[config.mk]
export PLATFORM = sky130hd
export DESIGN_NAME = mldt_hash
export DESIGN_NICKNAME = d
export VERILOG_FILES = /design/src/design/mldt_pkg.sv /design/src/design/mldt_hash.sv
export SDC_FILE = /design/constraint.sdc
export NUM_CORES = 1
export LEC_CHECK = 0
export BUFFER_PORTS_ARGS = -buffer_cell sky130_fd_sc_hd__buf_2
export CORE_MARGIN = 8
export CORE_UTILIZATION = 40
export CTS_CLUSTER_DIAMETER = 120
export DETAILED_ROUTE_END_ITERATION = 6
export HOLD_SLACK_MARGIN = 0.1
export PLACE_DENSITY = 0.63
export SLEW_MARGIN = 25
export SYNTH_ARGS = -nofsm -noshare
export SYNTH_HDL_FRONTEND = slang
export SYNTH_SLANG_ARGS = --single-unit
[constraint.sdc]
create_clock -name i_clk -period 9.1 [get_ports i_clk]
set_clock_uncertainty 0.1 [all_clocks]
set_input_delay 0.91 -clock i_clk [delete_from_list [all_inputs] [get_ports i_clk]]
set_output_delay 0.91 -clock i_clk [all_outputs]
set_load 0.02 [all_outputs]
[src/design/mldt_pkg.sv]
`default_nettype none
// ----------------------------------------------------------------------------
// mldt_pkg
// Shared constants for the MAC device learning table: sizes, hash constants,
// frame length thresholds and result status codes.
// ----------------------------------------------------------------------------
package mldt_pkg;

    localparam int TABLE_DEPTH_DEF  = 1024;
    localparam int HASH_BUCKETS_DEF = 256;

    localparam int MAC_W   = 48;
    localparam int LEN_W   = 16;
    localparam int ETYPE_W = 16;
    localparam int WORD_W  = 32;
    localparam int VLAN_W  = 12;
    localparam int TIME_W  = 32;
    localparam int HELD_W  = 11;
    localparam int LIMIT_W = 11;
    localparam int STAT_W  = 3;

    localparam logic [31:0] FNV_OFFSET = 32'd2166136261;
    localparam logic [31:0] FNV_PRIME  = 32'd16777619;

    localparam logic [ETYPE_W-1:0] ETHERTYPE_IPV4 = 16'h0800;
    localparam logic [LEN_W-1:0]   MIN_FRAME      = 16'd12;
    localparam logic [LEN_W-1:0]   MIN_ETH_HDR    = 16'd14;
    localparam logic [LEN_W-1:0]   MIN_ARP_IP     = 16'd32;
    localparam logic [LEN_W-1:0]   MIN_IPV4_SRC   = 16'd30;

    localparam logic [LIMIT_W-1:0] LIMIT_RESET = 11'd1024;

    localparam logic KIND_OBSERVE = 1'b0;
    localparam logic KIND_LOOKUP  = 1'b1;

    localparam logic [STAT_W-1:0] ST_UPDATED  = 3'd0;
    localparam logic [STAT_W-1:0] ST_LEARNED  = 3'd1;
    localparam logic [STAT_W-1:0] ST_FULL     = 3'd2;
    localparam logic [STAT_W-1:0] ST_REJECTED = 3'd3;
    localparam logic [STAT_W-1:0] ST_HIT      = 3'd4;
    localparam logic [STAT_W-1:0] ST_MISS     = 3'd5;

endpackage
`default_nettype wire

[src/design/mldt_hash.sv]
`default_nettype none
// ----------------------------------------------------------------------------
// mldt_hash
// FNV-1a over the six MAC bytes, one multiply per cycle, then the remainder
// by the bucket count through a reciprocal multiply, a difference and a fold.
// ----------------------------------------------------------------------------
module mldt_hash
    import mldt_pkg::*;
#(
    parameter int HASH_BUCKETS = HASH_BUCKETS_DEF,
    localparam int BW = (HASH_BUCKETS > 1) ? $clog2(HASH_BUCKETS) : 1
) (
    input  wire logic             i_clk,
    input  wire logic             i_rst_n,
    input  wire logic             i_start,
    input  wire logic [MAC_W-1:0] i_mac,
    output logic                  o_done,
    output logic [BW-1:0]         o_bucket
);

    // Floor of 2^32 over the bucket count. The quotient estimate made with it
    // is at most one short, so one compare and subtract ends the remainder.
    localparam logic [32:0] RECIP = 33'((64'd1 << 32) / 64'(HASH_BUCKETS));
    localparam logic [31:0] BK32  = 32'(HASH_BUCKETS);
    localparam logic [17:0] BK18  = 18'(HASH_BUCKETS);

    logic [MAC_W-1:0] r_mac;
    logic [31:0]      r_h;
    logic [31:0]      r_q;
    logic [17:0]      r_part;
    logic [BW-1:0]    r_rem;
    logic [3:0]       r_cnt;
    logic             r_mul;
    logic             r_mod;
    logic             r_done;
    logic [7:0]       w_byte;
    logic [63:0]      w_prod;
    logic [31:0]      w_quot;
    logic [31:0]      w_qk;
    logic [31:0]      w_diff;
    logic [17:0]      w_fold;

    assign w_byte = r_mac[MAC_W-1 -: 8];
    assign w_prod = 64'(r_h) * 64'(RECIP[31:0]);
    // Only a single bucket sets the top reciprocal bit; the quotient is then the hash.
    assign w_quot = RECIP[32] ? r_h : w_prod[63:32];
    assign w_qk   = r_q * BK32;
    assign w_diff = r_h - w_qk;
    assign w_fold = (r_part >= BK18) ? (r_part - BK18) : r_part;

    always_ff @(posedge i_clk) begin
        if (!i_rst_n) begin
            r_mul  <= 1'b0;
            r_mod  <= 1'b0;
            r_done <= 1'b0;
            r_cnt  <= '0;
        end else begin
            r_done <= r_mod && (r_cnt == 4'd2);
            if (i_start) begin
                r_mac <= i_mac;
                r_h   <= FNV_OFFSET;
                r_cnt <= '0;
                r_mul <= 1'b1;
            end else if (r_mul) begin
                r_h   <= (r_h ^ {24'd0, w_byte}) * FNV_PRIME;
                r_mac <= {r_mac[MAC_W-9:0], 8'd0};
                if (r_cnt == 4'd5) begin
                    r_cnt <= '0;
                    r_mul <= 1'b0;
                    r_mod <= 1'b1;
                end else begin
                    r_cnt <= r_cnt + 4'd1;
                end
            end else if (r_mod) begin
                case (r_cnt)
                    4'd0: begin
                        r_q   <= w_quot;
                        r_cnt <= 4'd1;
                    end
                    4'd1: begin
                        r_part <= w_diff[17:0];
                        r_cnt  <= 4'd2;
                    end
                    default: begin
                        r_rem <= w_fold[BW-1:0];
                        r_mod <= 1'b0;
                    end
                endcase
            end
        end
    end

    assign o_done   = r_done;
    assign o_bucket = r_rem;

endmodule
`default_nettype wire

Yosys cells after proc, flatten, opt, wreduce, memory -nomap -nowiden. Index checks and enable logic that the tools add are counted.

Bits in registers: 123. Input port bits: 51. Output and inout bits: 9. Logic and storage cells: 51.

$add $sub $neg: 3. $mul: 1. Order comparisons: 1. Equal/unequal tests: 4. Mux-type cells: 15. Bitwise gates (word level): 5. Reduce and logical (&&, ||, !) cells: 13.

Operator list (number): two-way mux 48 bit (2); multiplier 32 x 25 -> 32 bit, second input constant (1); two-way mux 32 bit (1); XOR 32 x 8 -> 32 bit (1); >= comparator 18 x 9 -> 1 bit, second input constant (1); subtractor 18 bit (1); AND reduction 5 bit (3); two-way mux 4 bit (3); two-way mux 8 bit (1); one-hot mux 4 bit (2 select lines) (1); subtractor 8 x 1 -> 8 bit, second input constant (1); two-way mux 1 bit (7); AND reduction 2 bit (3); adder 4 x 1 -> 4 bit, second input constant (1); == test 4 x 1 -> 1 bit, second input constant (1); == test 4 x 2 -> 1 bit, second input constant (1); == test 4 x 3 -> 1 bit, second input constant (1); zero test 4 bit (1); NOT 1 bit (4); nonzero test 2 bit (2); OR reduction 2 bit (2); nonzero test 3 bit (1); != test 2 x 1 -> 1 bit, second input constant (1); logical AND 1 bit (1).

Depth between registers and ports, before layout.
Depth after elaboration: 5. Gate-level depth with buffers: 12. Depth with buffers taken out: 12.

Worst setup path before layout. No wires, ideal clock.

Path type: reg2reg. Start point: reg r_h[0]. End point: reg r_h[7], data pin. Setup time: 0.259 ns. Arrival: 2.928 ns. Required time: 8.741 ns. Path slack: 5.813 ns. Cell stages (with the launch flop): 12. Buffers on the path: 0. Clock period less this slack: 3.287 ns. Cell sequence: edfxtp_1 > xnor2_1 > inv_1 > ha_1 > ha_1 > ha_1 > ha_1 > ha_1 > a21o_1 > a21oi_2 > xnor3_1 > or2_1.

Cells in the longest elaborated chain, start to end: 3.

Ends and longest elaborated chain: start: declaration (RTL line mldt_hash.sv:28) `logic [31:0] r_h;`; start signal: assignment (RTL line mldt_hash.sv:65) `r_h <= (r_h ^ {24'd0, w_byte}) * FNV_PRIME;`; XOR 32 x 8 -> 32 bit (RTL line mldt_hash.sv:65); multiplier 32 x 25 -> 32 bit (RTL line mldt_hash.sv:65); two-way mux 32 bit (RTL line mldt_hash.sv:64) `end else if (r_mul) begin`.

Every way passes these cells. The select of a mux whose other input is x is not followed. A chain may end at the register's enable or synchronous reset.

Worst setup path after layout. Same ends and word-level chain as after synthesis.

==> run summary <==
CP Max Fanout: 3
CTS tree: built
crit path DAT: 3480 ps
PortBufs: 59
DP HPWL: 3840 um
Worst-Margin Slew: 743 ps
routed len/inst: 14.2 um
area share of the largest cell type after synthesis: 60.6%
WL final: 5720 um
Sink Count: 79
Pwr Total: 971 uW
Adder-Cell Fraction of Synth Area: 7.93%
Synth Register Bits: 79
die area: 0.0122 mm2
asr flop ratio synth: 0%
remaining design rule violation count: 0
final net count: 363
Period minus WS final: 3480 ps
placed cells: 387
# rows: 34
H-tree depth: 3
Congestion Overflow GR: 0
Max Cap Viol: 0
critical-path cell list: xnor2_1 > inv_1 > ha_1 > ha_1 > ha_1 > ha_1 > ha_1 > a21o_1 > a21oi_2 > xnor3_1 > or2_1
CP endpoint kind: flip-flop
area post-placement: 0.00399 mm2
non-filler cells, final: 403
Syn Area/Cell: 15.8 um2
sequential area share after synthesis: 64.5%
Final GP Congestion: 0.689
CP most frequent cell: ha_1
slowest CP cell: edfxtp_1
Slew HR: 50.5%
vias in the first global route: 2065
hold crit path type: reg -> reg
post-CTS sizing: 0
Required @ worst endpoint: 9100 ps
Root Driver: clkbuf_8
core box area: 0.00868 mm2
synthesis-to-finish area growth: 17.5%
main combinational cell family by area after synthesis: multiplexers
via count: 1969
post-synthesis simple-gate area fraction: 5.33%
startpoint types: flip-flop
Cell variety after synth: 30
synthesized net count: 299
CTS buffer count: 9
share of cells above drive strength 1: 40.3%
Max Slew Vio Count: 0
Initial Util: 41.1%
clock-pin slew on the worst setup and hold paths: 70 ps
LEAKAGE: 1.64 nW
largest net degree at the start of global routing: 64
Post-CTS Setup Inserts: 0
Final Cell Area: 0.00419 mm2
final hold vios: 0
maximum vdd drop: 0.0838 mV
final antenna-violating net count: 0
Skew-Pair Late Insertion Delay: 340 ps
pwr/cell area: 232 mW/mm2
RSZ-0062 raised after global routing: no
vias per inst: 4.89
Final Cycle Share: 38.2%
Die Wd: 110 um
final number of setup-violating endpoints: 0
first-pass GRT wire length: 9600 um
CTS max path bufs: 2
# diodes: 0
io pins: 60
xor and xnor fraction of the mapped netlist area: 5.30%
area leader, netlist: edfxtp_1
number of flops mapped to enable cells by yosys: 72
Largest stage delay, worst path: 410 ps
mapped cell area: 0.00357 mm2
GR Util All Layers: 9.67%
synth warn: 0
mux share of post-synthesis cell area: 12.6%
DR iter-0 viols: 116
top_reg_cell synth: edfxtp_1
top cells by area, synth: edfxtp_1 61%, mux2_2 13%, ha_1 7.4%
die span in y: 110 um
final core occ: 48.3%
status: complete, no violations
TritonRoute pass-1 iters: 4
Critical Setup Path Class: reg -> reg
initial antenna violation count: 1
Fin Setup TNS: 0 ps
f_max: 0.287 GHz
Post-Synthesis Cells: 226
complex-gate fraction of the synthesized area: 2.70%
Post-CTS Hold Buffers: 0
[power by group]
group	switching, mW	leakage (nW)	total, mW	internal, mW
sequential	0.0108	0.735	0.445	0.435
clock	0.122	0.107	0.261	0.139
combinational	0.120	0.801	0.264	0.144
[logic make-up after synthesis]
kind of cell,Yosys count
AND/OR/NAND/NOR,35
buffers and inverters,15
adder cells (fa/ha/maj),22
AO/OA/AOI/OAI,15
XOR/XNOR,20
flip-flops,79
multiplexers,40
[final timing paths]
path / from / slack [ps] / endpoint / cells after the start
setup / recovery: r_h[0]$_SDFFCE_PP1P_ / 5620 / r_h[7]$_SDFFCE_PP1P_ / 11
hold / removal: r_part[5]$_DFFE_PP_ / 320 / o_bucket[5]$_DFFE_PP_ / 0
setup reg to reg: r_h[0]$_SDFFCE_PP1P_ / 5620 / r_h[7]$_SDFFCE_PP1P_ / 11
hold reg to reg: r_part[5]$_DFFE_PP_ / 320 / o_bucket[5]$_DFFE_PP_ / 0
[synthesized netlist by cell type (2+ instances only)]
cell	number
edfxtp_1	72
mux2_2	40
ha_1	21
xor2_1	12
clkbuf_1	9
and2_1	8
dfxtp_1	7
nor2_1	7
xnor2_1	7
inv_1	6
a21oi_1	4
nand2b_1	4
a21o_1	3
nand2_1	3
nor2b_1	3
o21ai_0	3
nor3_1	2
nor4_1	2
or2_1	2
[layout by cell type, fill, tap and decap left out, types with 3 or more instances in the layout]
cell and n:
nand2b_1 4, edfxtp_1 72, buf_2 59, mux2_2 40, xor2_1 12, nand2_1 3
dfxtp_1 7, inv_1 6, a21o_1 3, and2_1 8, nor2b_1 3, xnor2_1 7
a21oi_1 4, buf_4 3, clkbuf_8 10, ha_1 21, o21ai_0 3, nor2_1 7
[registers in the layout (all words and copies together) (netlist names)]
signal,count
r_mac,48
o_bucket,8
r_h,8
r_part,8
r_cnt,4
o_done,1
r_mod,1
r_mul,1
[metrics by stage]
step,hold WS (ps),setup slack (ps)
global placement,301,5720
finish,322,5620
global route,327,5440
floorplan,300,5810
CTS,324,5590
detailed placement,307,5600
[worst max-delay path: cells and delay by family, from the launching register on]
| family | cells | cell delay (ps) |
|---|---|---|
| buf+inv | 1 | 120 |
| flops | 1 | 410 |
| compound gates | 2 | 310 |
| simple gates | 1 | 210 |
| fa+ha+maj | 5 | 1420 |
| xor+xnor | 2 | 670 |
[layer usage]
layer	vias up	GRT usage, %	routed length (um)
met1	931	11.1	2520
met2	60	14.0	2510
met3	13	5.47	552
met5	-	0	11
met4	2	5.14	117
li1	963	-	-
[area by class of cell]
type | count | area [um2]
inverters | 6 | 22.5
flip-flops and latches | 79 | 2300
multi-input cells | 132 | 1210
fillers | 813 | 4490
clock inverters | 2 | 10.0
repair buffers | 62 | 318
well taps | 108 | 135
clock buffers | 14 | 195
(Power assumes the default switching activity.)
